==> src/rtl/mfrq_pkg.sv <==
// Shared types and codes for the multilevel FIFO run queue.
package mfrq_pkg;

  // Width of the thread identifier field and the id space it spans
  localparam int TID_W   = 6;
  localparam int NUM_IDS = 2 ** TID_W;
  localparam int LVL_W   = 5;
  localparam int AFF_W   = 8;
  localparam int CPU_W   = 3;

  // Request modes
  localparam logic [1:0] MODE_INSERT  = 2'd0;
  localparam logic [1:0] MODE_REMOVE  = 2'd1;
  localparam logic [1:0] MODE_EXTRACT = 2'd2;

  // Result status codes
  localparam logic [1:0] STAT_DONE    = 2'd0;
  localparam logic [1:0] STAT_EMPTY   = 2'd1;
  localparam logic [1:0] STAT_IGNORED = 2'd2;

  // Request transaction
  typedef struct packed {
    logic [1:0]       mode;
    logic [TID_W-1:0] thread_id;
    logic [LVL_W-1:0] priority_req;
    logic [AFF_W-1:0] affinity_mask;
    logic [CPU_W-1:0] cpu_id;
  } cmd_t;

  // Result transaction
  typedef struct packed {
    logic             found;
    logic [TID_W-1:0] chosen_thread;
    logic [1:0]       status;
  } rsp_t;

  // One queue slot
  typedef struct packed {
    logic             valid;
    logic [TID_W-1:0] tid;
    logic [LVL_W-1:0] level;
    logic [AFF_W-1:0] affinity;
  } cell_t;

  // What every slot does this cycle
  typedef enum logic [1:0] {
    CELL_HOLD,
    CELL_INSERT,
    CELL_DELETE
  } cell_op_t;

  // Control broadcast to the whole chain
  typedef struct packed {
    cell_op_t         op;
    cell_t            entry;
    logic [TID_W-1:0] key;
    logic [CPU_W-1:0] cpu_id;
    logic             cpu_ok;
  } cell_ctrl_t;

  // Sequencer states
  typedef enum logic [1:0] {
    ST_IDLE,
    ST_EVAL,
    ST_APPLY
  } state_t;

endpackage

==> src/rtl/mfrq_cell.sv <==
// One slot of the sorted run queue chain.
module mfrq_cell
  import mfrq_pkg::*;
#(
  parameter int USE_AFFINITY = 0
) (
  input  logic       clk,
  input  logic       rst,
  input  cell_ctrl_t ctrl,
  input  cell_t      left,
  input  logic       left_open,
  input  cell_t      right,
  input  logic       take_right,
  output cell_t      entry,
  output logic       open_slot,
  output logic       match,
  output logic       elig
);

  cell_t entry_next;

  // Slot is free or holds a strictly lower level: a new entry belongs here or earlier
  assign open_slot = !entry.valid || (entry.level < ctrl.entry.level);
  assign match     = entry.valid && (entry.tid == ctrl.key);

  // Eligible for extract
  always_comb begin
    if (USE_AFFINITY == 0) begin
      elig = entry.valid;
    end else begin
      elig = entry.valid && ctrl.cpu_ok && entry.affinity[ctrl.cpu_id];
    end
  end

  // Shift right on insert, shift left on delete
  always_comb begin
    entry_next = entry;
    unique case (ctrl.op)
      CELL_INSERT: begin
        if (left_open) begin
          entry_next = left;
        end else if (open_slot) begin
          entry_next = ctrl.entry;
        end
      end
      CELL_DELETE: begin
        if (take_right) begin
          entry_next = right;
        end
      end
      CELL_HOLD: begin
        entry_next = entry;
      end
      default: begin
        entry_next = entry;
      end
    endcase
  end

  always_ff @(posedge clk) begin
    if (rst) begin
      entry.valid <= 1'b0;
    end else begin
      entry <= entry_next;
    end
  end

endmodule

==> src/rtl/mfrq_chain.sv <==
// Row of queue slots kept sorted by level, oldest first within a level.
module mfrq_chain
  import mfrq_pkg::*;
#(
  parameter int NUM_THREADS  = 64,
  parameter int USE_AFFINITY = 0
) (
  input  logic                   clk,
  input  logic                   rst,
  input  cell_ctrl_t             ctrl,
  input  logic [NUM_THREADS-1:0] kill,
  output logic [NUM_THREADS-1:0] match_vec,
  output logic [NUM_THREADS-1:0] elig_vec,
  output logic [TID_W-1:0]       kill_tid
);

  cell_t                  slot [NUM_THREADS];
  logic [NUM_THREADS-1:0] open_vec;
  logic [NUM_THREADS-1:0] shift_vec;
  cell_t                  empty_slot;

  assign empty_slot = '0;

  // Every slot at or past the killed one pulls from its right neighbor
  assign shift_vec = ~(kill - {{(NUM_THREADS-1){1'b0}}, 1'b1});

  // Cell row
  for (genvar i = 0; i < NUM_THREADS; i++) begin : g_cell
    cell_t left_i;
    logic  left_open_i;
    cell_t right_i;

    if (i == 0) begin : g_first
      assign left_i      = empty_slot;
      assign left_open_i = 1'b0;
    end else begin : g_mid
      assign left_i      = slot[i-1];
      assign left_open_i = open_vec[i-1];
    end

    if (i == NUM_THREADS - 1) begin : g_last
      assign right_i = empty_slot;
    end else begin : g_inner
      assign right_i = slot[i+1];
    end

    mfrq_cell #(
      .USE_AFFINITY(USE_AFFINITY)
    ) u_cell (
      .clk       (clk),
      .rst       (rst),
      .ctrl      (ctrl),
      .left      (left_i),
      .left_open (left_open_i),
      .right     (right_i),
      .take_right(shift_vec[i]),
      .entry     (slot[i]),
      .open_slot (open_vec[i]),
      .match     (match_vec[i]),
      .elig      (elig_vec[i])
    );
  end

  // Id of the slot being removed (kill is one-hot or zero)
  always_comb begin
    kill_tid = '0;
    for (int i = 0; i < NUM_THREADS; i++) begin
      kill_tid = kill_tid | (slot[i].tid & {TID_W{kill[i]}});
    end
  end

endmodule

==> src/rtl/multilevel_fifo_run_queue.sv <==
// Top level of the multilevel FIFO run queue: sequencer, queued flags and slot chain.
//
// Run queue with one FIFO per priority level, held as a single row of slots
// sorted by level (highest first) and by arrival within a level. Issue a
// transaction by raising start while busy is low; the request is sampled at
// that edge. Every request passes through the sequencer steps sample,
// evaluate and apply, and its result appears on rsp with done high for exactly
// one cycle, on the cycle after the apply step; busy drops in that same cycle
// so the next request can be started then; requests are handled one at a
// time. There is no backpressure on the result side: capture rsp whenever
// done is high. Extract returns the first eligible slot of the row, which is
// the oldest thread at the highest level that has one; removals close the gap
// by shifting the tail of the row one slot left in the apply cycle.
module multilevel_fifo_run_queue
  import mfrq_pkg::*;
#(
  parameter int NUM_THREADS  = 64,
  parameter int NUM_LEVELS   = 32,
  parameter int NUM_CPUS     = 8,
  parameter int USE_AFFINITY = 0
) (
  input  logic clk,
  input  logic rst,
  input  logic start,
  output logic busy,
  input  cmd_t cmd,
  output rsp_t rsp,
  output logic done
);

  state_t                 state;
  state_t                 state_next;
  cmd_t                   req;
  logic [NUM_THREADS-1:0] kill;
  logic [NUM_THREADS-1:0] kill_next;
  logic                   do_insert;
  logic                   do_insert_next;
  logic [1:0]             eval_status;
  logic [1:0]             eval_status_next;
  logic [NUM_IDS-1:0]     queued;
  cell_ctrl_t             ctrl;
  logic [NUM_THREADS-1:0] match_vec;
  logic [NUM_THREADS-1:0] elig_vec;
  logic [NUM_THREADS-1:0] pick_vec;
  logic [TID_W-1:0]       kill_tid;
  logic                   tid_ok;
  logic [LVL_W-1:0]       sat_level;
  logic                   kill_any;

  // Request checks
  assign tid_ok   = int'(req.thread_id) < NUM_THREADS;
  assign kill_any = |kill;

  always_comb begin
    if (int'(req.priority_req) >= NUM_LEVELS) begin
      sat_level = LVL_W'(NUM_LEVELS - 1);
    end else begin
      sat_level = req.priority_req;
    end
  end

  // Lowest eligible slot
  assign pick_vec = elig_vec & (~elig_vec + {{(NUM_THREADS-1){1'b0}}, 1'b1});

  // Chain control
  always_comb begin
    ctrl.entry.valid    = 1'b1;
    ctrl.entry.tid      = req.thread_id;
    ctrl.entry.level    = sat_level;
    ctrl.entry.affinity = req.affinity_mask;
    ctrl.key            = req.thread_id;
    ctrl.cpu_id         = req.cpu_id;
    ctrl.cpu_ok         = int'(req.cpu_id) < NUM_CPUS;
    ctrl.op             = CELL_HOLD;
    if (state == ST_APPLY) begin
      ctrl.op = do_insert ? CELL_INSERT : CELL_DELETE;
    end
  end

  mfrq_chain #(
    .NUM_THREADS (NUM_THREADS),
    .USE_AFFINITY(USE_AFFINITY)
  ) u_chain (
    .clk      (clk),
    .rst      (rst),
    .ctrl     (ctrl),
    .kill     (kill),
    .match_vec(match_vec),
    .elig_vec (elig_vec),
    .kill_tid (kill_tid)
  );

  // Evaluate: pick the slot to remove and the status
  always_comb begin
    kill_next        = '0;
    do_insert_next   = 1'b0;
    eval_status_next = STAT_DONE;
    unique case (req.mode)
      MODE_INSERT: begin
        if (!tid_ok || queued[req.thread_id]) begin
          eval_status_next = STAT_IGNORED;
        end else begin
          do_insert_next = 1'b1;
        end
      end
      MODE_REMOVE: begin
        if (!tid_ok || !queued[req.thread_id]) begin
          eval_status_next = STAT_IGNORED;
        end else begin
          kill_next = match_vec;
        end
      end
      MODE_EXTRACT: begin
        kill_next = pick_vec;
        if (pick_vec == '0) begin
          eval_status_next = STAT_EMPTY;
        end
      end
      default: begin
        eval_status_next = STAT_IGNORED;
      end
    endcase
  end

  always_ff @(posedge clk) begin
    if (state == ST_EVAL) begin
      kill        <= kill_next;
      do_insert   <= do_insert_next;
      eval_status <= eval_status_next;
    end
    if (start && !busy) begin
      req <= cmd;
    end
  end

  // Next state
  always_comb begin
    state_next = state;
    unique case (state)
      ST_IDLE:  state_next = start ? ST_EVAL : ST_IDLE;
      ST_EVAL:  state_next = ST_APPLY;
      ST_APPLY: state_next = ST_IDLE;
      default:  state_next = ST_IDLE;
    endcase
  end

  // Outputs of the sequencer
  always_comb begin
    busy = (state != ST_IDLE);
  end

  always_ff @(posedge clk) begin
    if (rst) begin
      state <= ST_IDLE;
    end else begin
      state <= state_next;
    end
  end

  // Queued flags per thread id
  always_ff @(posedge clk) begin
    if (rst) begin
      queued <= '0;
    end else if (state == ST_APPLY) begin
      if (do_insert) begin
        queued[req.thread_id] <= 1'b1;
      end else if (kill_any) begin
        queued[kill_tid] <= 1'b0;
      end
    end
  end

  // Result register
  always_ff @(posedge clk) begin
    if (rst) begin
      done <= 1'b0;
    end else begin
      done <= (state == ST_APPLY);
    end
  end

  always_ff @(posedge clk) begin
    if (state == ST_APPLY) begin
      rsp.found         <= (req.mode == MODE_EXTRACT) && kill_any;
      rsp.chosen_thread <= ((req.mode == MODE_EXTRACT) && kill_any) ? kill_tid : '0;
      rsp.status        <= eval_status;
    end
  end

endmodule
==> config.mk <==
export PLATFORM = sky130hd
export DESIGN_NAME = multilevel_fifo_run_queue
export DESIGN_NICKNAME = d
export VERILOG_FILES = /design/src/rtl/mfrq_pkg.sv /design/src/rtl/mfrq_cell.sv /design/src/rtl/mfrq_chain.sv /design/src/rtl/multilevel_fifo_run_queue.sv
export SDC_FILE = /design/constraint.sdc
export NUM_CORES = 2
export LEC_CHECK = 0
export BUFFER_PORTS_ARGS = -buffer_cell sky130_fd_sc_hd__buf_2
export CAP_MARGIN = 20
export CORE_UTILIZATION = 45
export CTS_CLUSTER_DIAMETER = 40
export DETAILED_ROUTE_END_ITERATION = 6
export SYNTH_ARGS = -nofsm -noshare
export SYNTH_HDL_FRONTEND = slang
export SYNTH_SLANG_ARGS = --single-unit
==> constraint.sdc <==
create_clock -name clk -period 17 [get_ports clk]
set_input_delay 3.4 -clock clk [delete_from_list [all_inputs] [get_ports clk]]
set_output_delay 3.4 -clock clk [all_outputs]
set_load 0.01 [all_outputs]
# Yosys cells after proc, flatten, opt, wreduce, memory -nomap -nowiden
# Index checks and enable logic that the tools add are counted.
[word_totals] ff_bits=1444 latchBits=0 mem_bits_rw=0 rom_bits=0 in_bits=27 output_inout_bits=11 wordCells=1278 n_memories=0
[classes] add_sub_neg=2 multipliers=0 div=0 n_lt_le_gt_ge=68 eq_ne=198 n_shift=0 mux=274 bitwise_logic=134 reduce_logical=333
[ops] op="$mux 20" n=191
[ops] op="$pmux 20 s2" n=64
[ops] op="$and 6x6->6" n=64
[ops] op="$eq 6x6->1" n=64
[ops] op="$or 6x6->6" n=63
[ops] op="$lt 5x5->1" n=64
[ops] op="$reduce_and 4->1" n=64
[ops] op="$mux 64" n=3
[ops] op="$not 64->64" n=3
[ops] op="$reduce_and 3->1" n=64
[ops] op="$ne 3x3->1 const B" n=61
[ops] op="$and 64x64->64" n=2
[ops] op="$ne 2x1->1 const B" n=64
[ops] op="$pmux 64 s2" n=1
[ops] op="$logic_and 1x1->1" n=68
[ops] op="$logic_not 1->1" n=65
[ops] op="$add 64x1->64 const B" n=1
[ops] op="$logic_not 64->1" n=1
[ops] op="$logic_or 1x1->1" n=64
[ops] op="$or 64x64->64" n=1
[ops] op="$reduce_or 64->1" n=1
[ops] op="$sub 64x1->64 const B" n=1
[ops] op="$lt 6x7->1 const B" n=2
[ops] op="$demux 1 s6" n=2
[ops] op="other kinds (14)" n=31

# Longest topological paths before layout
[depth] depth_word=72 ltp_mapped=13

# Hierarchy
# From an unflattened synthesis, not the netlist that was laid out.
[hier_totals] cells_unflattened=9230 hier_area_um2=95521.6
[modules_own_cells] mod="mfrq_cell (u_chain.g_cell[0].u_cell ...)" n_inst=47 cells_per_inst=124 area_per_inst_um2=1311.3
[modules_own_cells] mod="mfrq_cell (u_chain.g_cell[53].u_cell ...)" n_inst=16 cells_per_inst=124 area_per_inst_um2=1316.3
[modules_own_cells] mod="multilevel_fifo_run_queue" n_inst=1 cells_per_inst=808 area_per_inst_um2=8160.3
[modules_own_cells] mod="mfrq_chain" n_inst=1 cells_per_inst=489 area_per_inst_um2=3412.0
[modules_own_cells] mod="mfrq_cell (u_chain.g_cell[17].u_cell)" n_inst=1 cells_per_inst=121 area_per_inst_um2=1260.0

# Worst setup path after synthesis
# No wires, ideal clock.
[synth_path] path_kind="input to register" start="in rst" end="reg u_chain.g_cell[7].u_cell.entry[10] (netlist bit) (enable)" setup_ps=408 arrival_time_ps=5009 path_slack_ps=11583 stages=3 path_buffers=2 path_cell_list="clkbuf_1 clkbuf_1 nor4_1"
[synth_via] elab_chain_len=2
[synth_rtl] item="from (decl)" line="multilevel_fifo_run_queue.sv:23" source="input logic rst,"
[synth_rtl] item="$not 1->1 (no source line)"
[synth_rtl] item="$reduce_and 4->1 (no source line)"
[synth_rtl] item="to (signal assigned)" line="mfrq_cell.sv:64" source="entry <= entry_next;"
[synth_rtl] item="to (decl)" line="mfrq_cell.sv:14" source="output cell_t entry,"
# Every way passes these cells.
# A chain may end at the register's enable or synchronous reset.

# Worst setup path after layout
[layout_path] start="in rst" end="reg u_chain.g_cell[46].u_cell.entry[16] (netlist bit) (enable)"
[layout_via] elab_chain_len=2
[layout_rtl] item="$not 1->1 (no source line)"
[layout_rtl] item="$reduce_and 4->1 (no source line)"
[layout_rtl] item="to (signal assigned)" line="mfrq_cell.sv:64"
[layout_rtl] item="to (decl)" line="mfrq_cell.sv:14"
# Every way passes these cells.

==> flow_metrics.py <==
metrics = {
    "outcome": {
        "status": "finished clean",
    },
    "yosys": {
        "yosysSeqAreaShare_pct": 43.7,
        "syn_area_per_cell_sq_um": 9.50,
        "ys_warn_count": 0,
        "synth_simple_gate_area_share_pct": 13.9,
        "synth_enable_flop_cells": 793,
        "ys_types": 95,
        "ys_seq_elements": 924,
        "synthCells": 6364,
        "synth_nets": 6652,
        "synth_xor_area_share_pct": 6.30,
        "synthAdderAreaFrac_pct": 5.40,
        "netlist_area_sq_mm": 0.0604,
        "synth_top_flop_cell": "edfxtp_1",
        "synth_top_family_by_area": "compound AO/OA/AOI/OAI gates",
        "async_reset_ff_share_pct": 0,
        "muxShareOfSynthArea_pct": 9.22,
        "synth_compound_area_share_pct": 17.4,
    },
    "final_layout": {
        "fill_cells": 12069,
        "synthToLayoutAreaGrowth_pct": 12.4,
        "layout_common_cells": "nand2_1 (845), o21ai_0 (815), edfxtp_1 (793), mux2i_1 (533), a21oi_1 (403)",
        "seq_area_sq_mm": 0.0264,
        "multi_input_area_sq_mm": 0.0318,
        "fin_area_sq_mm": 0.0679,
        "nets": 6433,
        "layout_commonest_cell": "nand2_1",
        "drive_gt1_share_pct": 9.13,
    },
    "clock_network": {
        "cts_tree": "done",
        "cts_resized": 0,
        "clk_path_buf_depth": 3,
        "holdBufCountCts": 0,
        "insertion_delay_ns": 0.82,
        "cts_setup_buffers": 0,
        "cts.sink_count": 924,
        "root_buffer": "clkbuf_16",
        "numCtsBuffers": 162,
        "htree_levels": 4,
        "clk_pin_slew_ns": 0.05,
    },
    "timing": {
        "timing.final.crit_share_pct": 34.5,
        "clock-skew-final_ns": 0.0496,
        "slew_viol_final": 0,
        "hold_viol": 0,
        "slew_headroom_pct": 10.2,
        "finalSetupViolCount": 0,
        "rsz0062_at_grt": "false",
        "fin_ws_ns": 11.13,
        "fin_crit_ns": 5.87,
        "worst_pin_slew_ns": 1.34,
        "setup_tns_ns": 0,
        "fmaxAchievable_ghz": 0.170,
    },
    "critical_path": {
        "crit_required_ns": 17.54,
        "crit_buf_inv": 6,
        "slowest_delay_ns": 0.59,
        "cpLargestDelayFamily": "buffers and inverters",
        "cp_cell_sequence": "buf_4, inv_1, nand2_2, buf_4, clkinv_1, buf_4, nand2_1, a21oi_1, buf_4",
        "ff2ff_setup_slack_ns": 11.66,
        "worstPathMaxFanout": 59,
        "start_kind": "primary input",
        "cp-endpoint": "u_chain.g_cell[46].u_cell.entry[16]",
        "startpoint": "rst",
        "end_kind": "flop",
        "r2r_cells": 7,
        "cpMaxStageDelayCell": "clkinv_1",
        "timing_worst_setup_path_type": "in -> reg",
        "arrival_ns": 6.41,
        "r2r_start": "kill[8]",
        "path_common_cell": "buf_4",
        "cp.depth": 9,
        "crit-reg2reg-capture": "u_chain.g_cell[59].u_cell.entry[16]",
    },
    "floorplanning": {
        "initial_core_util_pct": 45.3,
        "core-area_sq_mm": 0.133,
        "std_cell_rows": 134,
        "ios": 38,
        "die_w_um": 368,
        "dieArea_sq_mm": 0.136,
        "die_h_um": 368,
    },
    "placement": {
        "placed_area_sq_mm": 0.0619,
        "hpwl_um": 166000,
        "io_buffers": 26,
        "gp_congestion": 1.08,
        "dp_worst_setup_slack_ns": 10.43,
    },
    "drt": {
        "postRouteAntennaNets": 0,
        "wirelength_um": 235000,
        "wl_per_cell_um": 29.2,
        "dr.pass1.iters": 6,
        "drc": 0,
        "vias_per_cell": 6.44,
        "drt_iter0_markers": 6238,
        "num_vias": 51915,
    },
    "global_route": {
        "grt_pass1_vias": 48833,
        "grt_overflow_total": 0,
        "grt_pass1_wl_um": 341000,
        "grt_usage_pct": 33.8,
        "grt_max_degree": 262,
        "antenna_found_initial": 15,
    },
    "pwr": {
        "leakage_uw": 0.0222,
        "peakVddDrop_mv": 0.0747,
        "powerDensity_mw_per_mm2": 96.8,
        "power_uw": 6570,
    },
    "job": {
        "maxCapViolations": 0,
    },
    "worst_hold_path": {
        "hp-class": "reg -> reg",
    },
}
## how the worst min path moves through the flow
stage                         from      to  slack [ns]  cells after the start
finish              eval_status[0]  rsp[0]        0.41                      0
global route        eval_status[0]  rsp[0]        0.44                      0
CTS                 eval_status[0]  rsp[0]        0.41                      0
detailed placement  eval_status[0]  rsp[0]        0.41                      0
global placement    eval_status[0]  rsp[0]        0.40                      0
floorplan           eval_status[0]  rsp[0]        0.40                      0
## through the flow
stage / util (%) / std cells / hold slack, ns
3_3_place_gp: 46.4 / 7731 / 0.402
4_1_cts: 50.9 / 8039 / 0.412
3_5_place_dp: 46.5 / 7736 / 0.405
2_1_floorplan: - / 6364 / 0.400
6_report: 51.0 / 8057 / 0.410
5_1_grt: 51.0 / 8053 / 0.436
## routing by layer
layer / GRT usage, % / vias up / routed length [um]
met1: 45.8 / 25421 / 97700
met2: 51.5 / 2758 / 103000
met4: 16.0 / 20 / 12300
li1: - / 23070 / -
met5: 0 / - / 130
met3: 7.00 / 646 / 22400
## report_power, final
part           switching (uW)  total (uW)  internal, uW  leakage [uW]
logic                     335         500           165        0.0112
clock network            1280        3500          2220       0.00278
registers                79.2        2570          2490       0.00826
total                    1690        6570          4880        0.0222
## final cells by class
| class | instances | share of cell area (%) |
|---|---|---|
| Antenna cell | 5 | 0.0184 |
| Multi-Input combinational cell | 4819 | 46.8 |
| Clock buffer | 192 | 6.40 |
| Inverter | 61 | 0.352 |
| Sequential cell | 924 | 38.9 |
| Clock inverter | 111 | 2.25 |
| Tap cell | 1768 | 3.26 |
| Timing Repair Buffer | 177 | 1.98 |
## logic make-up after synthesis
logic type,count (synthesis)
AOI/OAI and AO/OA,1759
and+or+nand+nor,1818
adders and majority gates,261
muxes,546
buffers and inverters,621
DFF,924
xor gates and xnor gates,435
## synth_stat cells (101+ instances only)
| cell | n | area share [%] |
|---|---|---|
| a21oi_1 | 409 | 3.4 |
| edfxtp_1 | 793 | 39 |
| nor2_1 | 379 | 2.4 |
| xnor2_1 | 269 | 3.9 |
| nand2_1 | 847 | 5.3 |
| mux2i_1 | 533 | 8.8 |
| xor2_1 | 166 | 2.4 |
| o21ai_0 | 816 | 6.8 |
| clkbuf_1 | 458 | 2.8 |
| ha_1 | 261 | 5.4 |
| a211oi_1 | 101 | 1.3 |
| dfxtp_1 | 131 | 4.3 |
## flip-flops by register name (all words and copies together) (netlist names)
register	flops
req	2
eval_status	2
u_chain.g_cell.u_cell.entry	704
queued	64
rsp	9
state	2
sat_level	5
done	1
kill	64
ctrl	6
do_insert	1
u_chain.g_cell.u_cell.elig	64
No activity file was read; power rests on OpenSTA's default activity.
